## config.mk

```make
export PLATFORM = sky130hd
export DESIGN_NAME = nru_page_victim_select_top
export DESIGN_NICKNAME = d
export VERILOG_FILES = /design/src/rtl/nru_pkg.sv /design/src/rtl/nru_bit_store.sv /design/src/rtl/nru_best_unit.sv /design/src/rtl/nru_page_victim_select_top.sv
export SDC_FILE = /design/constraint.sdc
export NUM_CORES = 1
export LEC_CHECK = 0
export BUFFER_PORTS_ARGS = -buffer_cell sky130_fd_sc_hd__buf_2
export CORE_MARGIN = 1.5
export CORE_UTILIZATION = 55
export DETAILED_ROUTE_END_ITERATION = 10
export PLACE_DENSITY = 0.77
export SLEW_MARGIN = 30
export SYNTH_ARGS = -nofsm -noshare
export SYNTH_HDL_FRONTEND = slang
export SYNTH_HIERARCHICAL = 1
export SYNTH_SLANG_ARGS = --single-unit
export TNS_END_PERCENT = 10
```

## constraint.sdc

```tcl
create_clock -name clk -period 7.4 [get_ports clk]
set_input_delay 0.37 -clock clk [delete_from_list [all_inputs] [get_ports clk]]
set_output_delay 0.37 -clock clk [all_outputs]
set_load 0.03 [all_outputs]
```

## src/rtl/nru_pkg.sv

```systemverilog
`timescale 1ns / 1ps

package nru_pkg;

	localparam int MAX_FRAMES = 128;
	localparam int FRAME_W    = $clog2(MAX_FRAMES);
	localparam int CNT_W      = $clog2(MAX_FRAMES + 1);
	localparam int CFG_IDX_W  = 2;
	localparam int CFG_DATA_W = 20;
	localparam int FC_W       = 8;
	localparam int INTV_W     = 20;
	localparam int ICNT_W     = 64;

	localparam logic [CFG_IDX_W-1:0] REG_FRAME_COUNT    = 2'd0;
	localparam logic [CFG_IDX_W-1:0] REG_RESET_INTERVAL = 2'd1;

	localparam logic [FC_W-1:0]   FRAME_COUNT_RST    = 8'd128;
	localparam logic [INTV_W-1:0] RESET_INTERVAL_RST = 20'd50;
	localparam logic [ICNT_W-1:0] NEXT_RESET_AT_RST  = 64'd50;

	// class sentinel: above every real class
	localparam logic [2:0] CLASS_NONE = 3'd4;

	typedef enum logic [1:0] {
		OP_SELECT = 2'd0,
		OP_ACCESS = 2'd1,
		OP_CLEAR  = 2'd2
	} op_t;

	typedef enum logic [2:0] {
		ST_IDLE,
		ST_ACC_RD,
		ST_ACC_WR,
		ST_CLR,
		ST_PREP,
		ST_CHECK,
		ST_SCAN,
		ST_EMIT
	} state_t;

	typedef struct packed {
		op_t                operation;
		logic [FRAME_W-1:0] frame;
		logic               is_write;
		logic [ICNT_W-1:0]  instruction_count;
	} req_t;

	typedef struct packed {
		logic [FRAME_W-1:0] victim_frame;
		logic [1:0]         victim_class;
		logic               bits_were_reset;
	} rsp_t;

	// bit store write: data is {referenced, modified}
	typedef struct packed {
		logic               en;
		logic [FRAME_W-1:0] addr;
		logic [1:0]         data;
	} wr_t;

	typedef struct packed {
		logic init;
		logic eval;
	} best_ctl_t;

endpackage

```

## src/rtl/nru_bit_store.sv

```systemverilog
`timescale 1ns / 1ps

// Per-frame {referenced, modified} bits. Entries never written read as zero.
module nru_bit_store (
	input  logic                                clk,
	input  logic                                arst_n,
	input  nru_pkg::wr_t                        wr,
	input  logic [nru_pkg::FRAME_W-1:0]         rd_addr,
	output logic [1:0]                          rd_bits
);

	logic [1:0]                     mem [nru_pkg::MAX_FRAMES];
	logic [nru_pkg::MAX_FRAMES-1:0] vld_q;
	logic [1:0]                     rd_data_s1;
	logic                           vld_s1;

	always_ff @(posedge clk) begin
		if (wr.en) begin
			mem[wr.addr] <= wr.data;
		end
		rd_data_s1 <= mem[rd_addr];
	end

	always_ff @(posedge clk or negedge arst_n) begin
		if (!arst_n) begin
			vld_q  <= '0;
			vld_s1 <= 1'b0;
		end else begin
			if (wr.en) begin
				vld_q[wr.addr] <= 1'b1;
			end
			vld_s1 <= vld_q[rd_addr];
		end
	end

	assign rd_bits = vld_s1 ? rd_data_s1 : 2'b00;

endmodule

```

## src/rtl/nru_best_unit.sv

```systemverilog
`timescale 1ns / 1ps

// Shared compare unit: keep the first frame of the lowest class seen.
module nru_best_unit (
	input  logic                        clk,
	input  logic                        arst_n,
	input  nru_pkg::best_ctl_t          ctl,
	input  logic [1:0]                  cls,
	input  logic [nru_pkg::FRAME_W-1:0] pos,
	output logic [nru_pkg::FRAME_W-1:0] best_pos,
	output logic [2:0]                  best_cls
);

	logic [nru_pkg::FRAME_W-1:0] best_pos_q;
	logic [2:0]                  best_cls_q;

	always_ff @(posedge clk or negedge arst_n) begin
		if (!arst_n) begin
			best_cls_q <= nru_pkg::CLASS_NONE;
			best_pos_q <= '0;
		end else if (ctl.init) begin
			best_cls_q <= nru_pkg::CLASS_NONE;
			best_pos_q <= '0;
		end else if (ctl.eval && ({1'b0, cls} < best_cls_q)) begin
			best_cls_q <= {1'b0, cls};
			best_pos_q <= pos;
		end
	end

	assign best_pos = best_pos_q;
	assign best_cls = best_cls_q;

endmodule

```

## src/rtl/nru_page_victim_select_top.sv

```systemverilog
`timescale 1ns / 1ps

// Not-recently-used victim selector. Each frame carries a referenced and a
// modified bit held in a 128-entry bit store (entries never written read as
// zero, so no clearing pass follows reset). An access word reads the frame's
// bits and writes them back, a clear word writes them to zero, and an unused
// operation code is dropped with no result. A select word visits k frames:
// the scan reads one frame per cycle from the single read port of the bit
// store and feeds it to the one shared class comparator, so k runs from 1
// (a class-0 frame at the hand) up to frame_count (no class-0 frame, or a
// periodic clear, which always visits every active frame). Before the scan,
// PREP and CHECK settle the 64-bit threshold add and compare; the scan then
// primes its read pipeline, and EMIT loads the output register. The block
// takes one word at a time; a finished result sits in the output register,
// so access and clear words go on while it waits, and a later select holds
// in its last step until the slot frees.
// Configure only while idle; frame_count 0 acts as 1 and values above 128
// act as 128.
module nru_page_victim_select_top (
	input  logic                                clk,
	input  logic                                arst_n,
	input  logic                                req_valid,
	output logic                                req_stall,
	input  nru_pkg::req_t                       req_word,
	output logic                                rsp_valid,
	input  logic                                rsp_stall,
	output nru_pkg::rsp_t                       rsp_word,
	input  logic                                cfg_we,
	input  logic [nru_pkg::CFG_IDX_W-1:0]       cfg_index,
	input  logic [nru_pkg::CFG_DATA_W-1:0]      cfg_wdata
);

	nru_pkg::state_t state_q, state_nx;

	// configuration and persistent state
	logic [nru_pkg::FC_W-1:0]    frame_count_q;
	logic [nru_pkg::INTV_W-1:0]  interval_q;
	logic [nru_pkg::ICNT_W-1:0]  next_reset_q;
	logic [nru_pkg::FRAME_W-1:0] hand_q;

	// current word
	nru_pkg::req_t               item_q;
	logic [nru_pkg::ICNT_W-1:0]  sum_q;
	logic                        clr_q;

	// scan sequencer
	logic [nru_pkg::FRAME_W-1:0] rpos_q;
	logic [nru_pkg::CNT_W-1:0]   iss_q;
	logic [nru_pkg::CNT_W-1:0]   ev_q;
	logic                        v_s1;
	logic [nru_pkg::FRAME_W-1:0] epos_s1;

	// output slot
	logic                        rsp_valid_q;
	nru_pkg::rsp_t               rsp_q;

	nru_pkg::wr_t                wr;
	nru_pkg::best_ctl_t          best_ctl;
	logic [nru_pkg::FRAME_W-1:0] rd_addr;
	logic [1:0]                  rd_bits;
	logic [nru_pkg::FRAME_W-1:0] best_pos;
	logic [2:0]                  best_cls;

	logic                        req_acc;
	logic                        slot_free;
	logic [nru_pkg::CNT_W-1:0]   n_act;
	logic [nru_pkg::FRAME_W-1:0] start_pos;
	logic [nru_pkg::FRAME_W-1:0] rpos_nx;
	logic [nru_pkg::CNT_W-1:0]   rpos_p1;
	logic [nru_pkg::CNT_W-1:0]   best_p1;
	logic                        issue;
	logic                        scan_last;

	assign req_stall = (state_q != nru_pkg::ST_IDLE);
	assign req_acc   = req_valid && !req_stall;
	assign slot_free = !rsp_valid_q || !rsp_stall;
	assign rsp_valid = rsp_valid_q;
	assign rsp_word  = rsp_q;

	// clamp the frame count into 1..MAX_FRAMES
	always_comb begin
		if (frame_count_q == '0) begin
			n_act = nru_pkg::CNT_W'(1);
		end else if (nru_pkg::CNT_W'(frame_count_q) > nru_pkg::CNT_W'(nru_pkg::MAX_FRAMES)) begin
			n_act = nru_pkg::CNT_W'(nru_pkg::MAX_FRAMES);
		end else begin
			n_act = nru_pkg::CNT_W'(frame_count_q);
		end
	end

	// restart the hand at zero if the frame count has shrunk to or below it
	assign start_pos = ({1'b0, hand_q} >= n_act) ? '0 : hand_q;

	assign rpos_p1 = {1'b0, rpos_q} + nru_pkg::CNT_W'(1);
	assign rpos_nx = (rpos_p1 >= n_act) ? '0 : rpos_p1[nru_pkg::FRAME_W-1:0];
	assign best_p1 = {1'b0, best_pos} + nru_pkg::CNT_W'(1);

	assign issue     = (iss_q < n_act);
	// stop after the last active frame, or early on a class-0 frame unless clearing
	assign scan_last = v_s1 && ((ev_q == n_act - nru_pkg::CNT_W'(1)) ||
	                            (!clr_q && (rd_bits == 2'b00)));

	// next state
	always_comb begin
		state_nx = state_q;
		case (state_q)
			nru_pkg::ST_IDLE: begin
				if (req_acc) begin
					case (req_word.operation)
						nru_pkg::OP_SELECT: state_nx = nru_pkg::ST_PREP;
						nru_pkg::OP_ACCESS: state_nx = nru_pkg::ST_ACC_RD;
						nru_pkg::OP_CLEAR:  state_nx = nru_pkg::ST_CLR;
						default:            state_nx = nru_pkg::ST_IDLE;
					endcase
				end
			end
			nru_pkg::ST_ACC_RD: state_nx = nru_pkg::ST_ACC_WR;
			nru_pkg::ST_ACC_WR: state_nx = nru_pkg::ST_IDLE;
			nru_pkg::ST_CLR:    state_nx = nru_pkg::ST_IDLE;
			nru_pkg::ST_PREP:   state_nx = nru_pkg::ST_CHECK;
			nru_pkg::ST_CHECK:  state_nx = nru_pkg::ST_SCAN;
			nru_pkg::ST_SCAN: begin
				if (scan_last) begin
					state_nx = nru_pkg::ST_EMIT;
				end
			end
			nru_pkg::ST_EMIT: begin
				if (slot_free) begin
					state_nx = nru_pkg::ST_IDLE;
				end
			end
			default: state_nx = nru_pkg::ST_IDLE;
		endcase
	end

	// bit store and compare unit control
	always_comb begin
		wr       = '0;
		rd_addr  = rpos_q;
		best_ctl = '0;
		case (state_q)
			nru_pkg::ST_ACC_RD: begin
				rd_addr = item_q.frame;
			end
			nru_pkg::ST_ACC_WR: begin
				// set referenced; set modified on a write, keep it otherwise
				wr.en   = 1'b1;
				wr.addr = item_q.frame;
				wr.data = {1'b1, rd_bits[0] | item_q.is_write};
			end
			nru_pkg::ST_CLR: begin
				wr.en   = 1'b1;
				wr.addr = item_q.frame;
				wr.data = 2'b00;
			end
			nru_pkg::ST_CHECK: begin
				best_ctl.init = 1'b1;
			end
			nru_pkg::ST_SCAN: begin
				best_ctl.eval = v_s1;
				// periodic clear: drop the referenced bit of each visited frame
				wr.en   = v_s1 && clr_q;
				wr.addr = epos_s1;
				wr.data = {1'b0, rd_bits[0]};
			end
			default: begin
				wr = '0;
			end
		endcase
	end

	always_ff @(posedge clk or negedge arst_n) begin
		if (!arst_n) begin
			state_q       <= nru_pkg::ST_IDLE;
			frame_count_q <= nru_pkg::FRAME_COUNT_RST;
			interval_q    <= nru_pkg::RESET_INTERVAL_RST;
			next_reset_q  <= nru_pkg::NEXT_RESET_AT_RST;
			hand_q        <= '0;
			clr_q         <= 1'b0;
			rpos_q        <= '0;
			iss_q         <= '0;
			ev_q          <= '0;
			v_s1          <= 1'b0;
			epos_s1       <= '0;
			rsp_valid_q   <= 1'b0;
		end else begin
			state_q <= state_nx;

			if (cfg_we) begin
				case (cfg_index)
					nru_pkg::REG_FRAME_COUNT:    frame_count_q <= cfg_wdata[nru_pkg::FC_W-1:0];
					nru_pkg::REG_RESET_INTERVAL: interval_q    <= cfg_wdata[nru_pkg::INTV_W-1:0];
					default: begin
					end
				endcase
			end

			case (state_q)
				nru_pkg::ST_CHECK: begin
					if (sum_q >= next_reset_q) begin
						clr_q        <= 1'b1;
						next_reset_q <= sum_q + nru_pkg::ICNT_W'(interval_q);
					end else begin
						clr_q <= 1'b0;
					end
					rpos_q <= start_pos;
					iss_q  <= '0;
					ev_q   <= '0;
					v_s1   <= 1'b0;
				end
				nru_pkg::ST_SCAN: begin
					v_s1 <= issue;
					if (issue) begin
						epos_s1 <= rpos_q;
						rpos_q  <= rpos_nx;
						iss_q   <= iss_q + nru_pkg::CNT_W'(1);
					end
					if (v_s1) begin
						ev_q <= ev_q + nru_pkg::CNT_W'(1);
					end
				end
				nru_pkg::ST_EMIT: begin
					if (slot_free) begin
						hand_q <= (best_p1 >= n_act) ? '0 : best_p1[nru_pkg::FRAME_W-1:0];
					end
				end
				default: begin
				end
			endcase

			if (state_q == nru_pkg::ST_EMIT && slot_free) begin
				rsp_valid_q <= 1'b1;
			end else if (rsp_valid_q && !rsp_stall) begin
				rsp_valid_q <= 1'b0;
			end
		end
	end

	// payload registers
	always_ff @(posedge clk) begin
		if (req_acc) begin
			item_q <= req_word;
		end
		if (state_q == nru_pkg::ST_PREP) begin
			sum_q <= item_q.instruction_count + nru_pkg::ICNT_W'(1);
		end
		if (state_q == nru_pkg::ST_EMIT && slot_free) begin
			rsp_q.victim_frame    <= best_pos;
			rsp_q.victim_class    <= best_cls[1:0];
			rsp_q.bits_were_reset <= clr_q;
		end
	end

	nru_bit_store u_store (
		.clk     (clk),
		.arst_n  (arst_n),
		.wr      (wr),
		.rd_addr (rd_addr),
		.rd_bits (rd_bits)
	);

	nru_best_unit u_best (
		.clk      (clk),
		.arst_n   (arst_n),
		.ctl      (best_ctl),
		.cls      (rd_bits),
		.pos      (epos_s1),
		.best_pos (best_pos),
		.best_cls (best_cls)
	);

	// never issue past the active frame count
	a_iss_bound: assert property (@(posedge clk) disable iff (!arst_n)
		(state_q == nru_pkg::ST_SCAN) |-> (iss_q <= n_act))
		else $error("scan issued more reads than active frames");

	// evaluation count stays below the frame count while scanning
	a_ev_bound: assert property (@(posedge clk) disable iff (!arst_n)
		(state_q == nru_pkg::ST_SCAN) |-> (ev_q < n_act))
		else $error("scan evaluated past the last active frame");

	// scan writes only during a periodic clear
	a_scan_wr: assert property (@(posedge clk) disable iff (!arst_n)
		(state_q == nru_pkg::ST_SCAN && wr.en) |-> clr_q)
		else $error("bit store written during a plain scan");

	// a victim has been found before the result is loaded
	a_emit_best: assert property (@(posedge clk) disable iff (!arst_n)
		(state_q == nru_pkg::ST_EMIT) |-> (best_cls[2] == 1'b0))
		else $error("result loaded without a victim");

	// an evaluated frame is the one issued in the cycle before
	a_pipe: assert property (@(posedge clk) disable iff (!arst_n)
		(state_q == nru_pkg::ST_SCAN && issue) |=> (v_s1 && epos_s1 == $past(rpos_q)))
		else $error("scan pipeline lost a frame");

endmodule

```

==> out/qor.txt <==
gr usage total: 0.2512
critical path endpoint category: register
hold path start: cfg_wdata[4]
Worst-path clk slew: 60 ps
status: complete, no violations
main combinational cell family by area after synthesis: multiplexers
H-tree Lvls: 3
Period minus WS final: 4765 ps
io pins: 113
Rows: 88
sequential share of the synthesized area: 0.5941
ANT nets after route: 0
Final Setup Violations: 0
CORE AREA: 57590 µm²
Final Max Slew Viols: 0
Max stage delay on crit path: 760 ps
initial antenna violation count: 2
clock insertion delay at the later pin of the skew report: 620 ps
CP Launch Type: register
share of layout cells above drive strength 1: 0.1995
critical path's slowest cell: mux2_8
Post-Synth Simple-Gate Area: 0.1054
Via density: 5.973
total wire length: 73160 µm
TritonCTS clock tree: done
fmax: 209.9 MHz
Clock Skews: 24.75 ps
vias in the first global route: 20.79k
cell repeated most along the worst path: mux4_2
syn_nets: 2563
Hold EP: frame_count_q[4]
worst reg-to-reg path cell count: 8
RSZ-0062 raised after global routing: false
worst r2r src: state_q[0]
Clock Sinks: 678
Synth Area in XOR/XNOR: 0.04058
Routed WL per cell: 21.79 µm
hpwl dp: 47130 µm
Buf/Inv on CP: 2
initial DRC count: 1884
Placed Cells: 3140
Critical Path RT: 7900 ps
Die ar.: 59530 µm²
cell family with most CP delay: multiplexers
mux cell area share after synthesis: 0.1284
CTS root buf: clkbuf_16
FF-to-FF End: u_store/rd_data_s1[0]
DR pass1 iterations: 7
DR DRC count: 0
IO Port Bufs: 112
area leader, netlist: edfxtp_1
syn avg cell area: 13.66 µm²
RePlAce Congestion: 0.8964
utilization after layout: 0.6339
starting density of the core: 0.5547
final std cells w/o fill: 3358
Compound-Gate Fraction of Synth Area: 0.05511
Post-layout nets: 2762
overall power: 12200 µW
Post-CTS Resized: 0
Synth cell types: 74
Die Y: 244.0 µm
grt ovf: 0
# Max-Cap Violations: 0
FF+latch count, synth: 678
synth top area cells: edfxtp_1 38%, dfrtp_1 21%, mux4_2 8.9%
Synth top area share: 0.3779
WP data arrival: 5270 ps
R2R setup slack: 2640 ps
Post-synth ARST share: 0.4041
CP Max Fanout: 74
Yosys warning count: 6
Area growth syn-to-layout: 14.28%
Post-CTS Setup Inserts: 0
critical-path cell list: clkinv_1 > nor3_2 > mux2_8 > buf_4 > mux4_2 > mux4_2 > mux4_2 > mux2_2
Slew HR: 0.3631
most used flip-flop cell after synthesis: edfxtp_1
Static Leakage: 0.01465 µW
Hold Path Depth: 2
Post-synth EDFFs: 402
Post-Syn Area: 31940 µm²
TritonCTS buffer count: 68
Crit Path Class: register to register
Post-Syn Instances: 2338
setup tns final: 0 ps
actual slew at the worst max-slew pin: 952.4 ps
VDD IR max: 0.2123 mV
Max Root-Sink Buffers: 3
Vias: 20.06k
Synth Area in Adders: 0.04881
largest net degree at the start of global routing: 129
Die Width: 244.0 µm
Final Hold Fails: 0
Hold Path Class: input pin to register
Final period util: 0.6439
pwr dens: 334.3 nW/µm²
first-pass GRT wire length: 115600 µm
## worst register-to-register path, cell delays in order (launching register included)
cell      delay [ps]
dfrtp_1          490
clkinv_1         290
nor3_2           580
mux2_8           770
buf_4            680
mux4_2           580
mux4_2           520
mux4_2           480
mux2_2           270
## worst max path at each step
stage,from,end,slack [ps],cells after the start
CTS,state_q[0],u_store/rd_data_s1[0],2660,8
global placement,state_q[0],u_store/rd_data_s1[0],2600,8
detailed placement,state_q[0],u_store/rd_data_s1[0],2700,8
floorplan,state_q[2],sum_q[0],1500,4
global route,state_q[0],u_store/rd_data_s1[0],2290,8
finish,state_q[0],u_store/rd_data_s1[0],2640,8
## per-stage QoR
step	hold WS, ps	cell area (µm²)	worst slack [ps]
after floorplan	74.41	31940	1497
after global placement	328.6	33240	2605
after detailed placement	329.8	33300	2702
after CTS	7.641	36460	2663
after global routing	28.71	36500	2285
final	35.84	36500	2635
## per-layer routing
metal  vias up  part of all wire  track usage
met4         2             0.034       0.1033
met5         -           0.00021            0
met2       790              0.49       0.4117
li1       9018                 -            -
met3       165             0.067      0.04884
met1     10080              0.41       0.3308
## cell usage after synthesis (all sizes together) (9+ instances only)
cell    instances
a21o           20
buf            31
and2           11
and3           28
edfxtp        402
nand4          42
o21bai         69
xor2           51
nor2          212
a21oi          51
nor3           26
mux4          126
o21ai          44
mux2i          69
nand3          70
nand2b         29
and4            9
clkbuf         67
nor4           14
dfrtp         266
xnor2          97
nor2b          15
nand2         119
inv           114
or2            68
ha            123
mux2           51
## timing repair
item,in CTS,in global routing
setup endpoints to repair,0,0
endpoints found under the hold margin,144,0
hold buffers,90,0
## cells by family (layout without fill, tap and decap cells)
group	Yosys count	count (layout)
AO/OA/AOI/OAI	259	259
XOR/XNOR	148	148
adder cells (fa/ha/maj)	124	124
buffers and inverters	213	467
flip-flops	678	678
multiplexers	246	246
other	0	1
AND/OR/NAND/NOR	670	670
## cell type report
cell class                 instances  area, µm²
sequential                       678      18980
clock inverter                    39      380.4
timing repair buffer             227       1718
inverter                         115      431.7
tap                              765      957.2
fill                            4007      21080
multi-input combinational       1447      12160
antenna                            1      2.502
clock buffer                      86       1873
## where the power goes
group	switching, µW	internal, µW	total (µW)
clock	1470	2020	3480
sequential	375	4710	5090
combinational	2040	1590	3630
total	3880	8320	12200
## layout by cell type (no fill, tap or decap), types with 9 or more instances in the layout
cell type      Yosys  routed
clkbuf_1          67      11
nor2_1           212     209
nand2b_1          29      29
and3_1            28      28
nand3_1           69      68
mux2_2            51      48
nand2_1          119     119
dlygate4sd3_1      0      90
xor2_1            51      51
xnor2_1           97      97
or2_2             67      67
mux2i_1           69      69
o21ai_0           43      43
clkinv_1           1       9
nor3_1            26      24
nor2b_1           15      15
and2_1            10      10
mux4_2           126     126
inv_1            114     113
buf_4              4      17
buf_2             14     111
and4_1             9       9
edfxtp_1         402     402
ha_1             123     123
clkbuf_16          0      71
nor4_1            11      11
dfrtp_1          266     266
nand4_1           40      40
a21oi_1           51      51
o21bai_1          69      69
a21o_1            20      20
clkinv_2           0      13
## registers in the layout, summed over array words and instances (netlist names), 8 cells and up
signal and count:
sum_q 64, u_store/mem 256, interval_q 20, item_q 72
next_reset_q 64, u_store/vld_q 128, ev_q 8, iss_q 8
rsp_word 10, frame_count_q 8
Note: power is estimated with default switching activity, not from simulation.
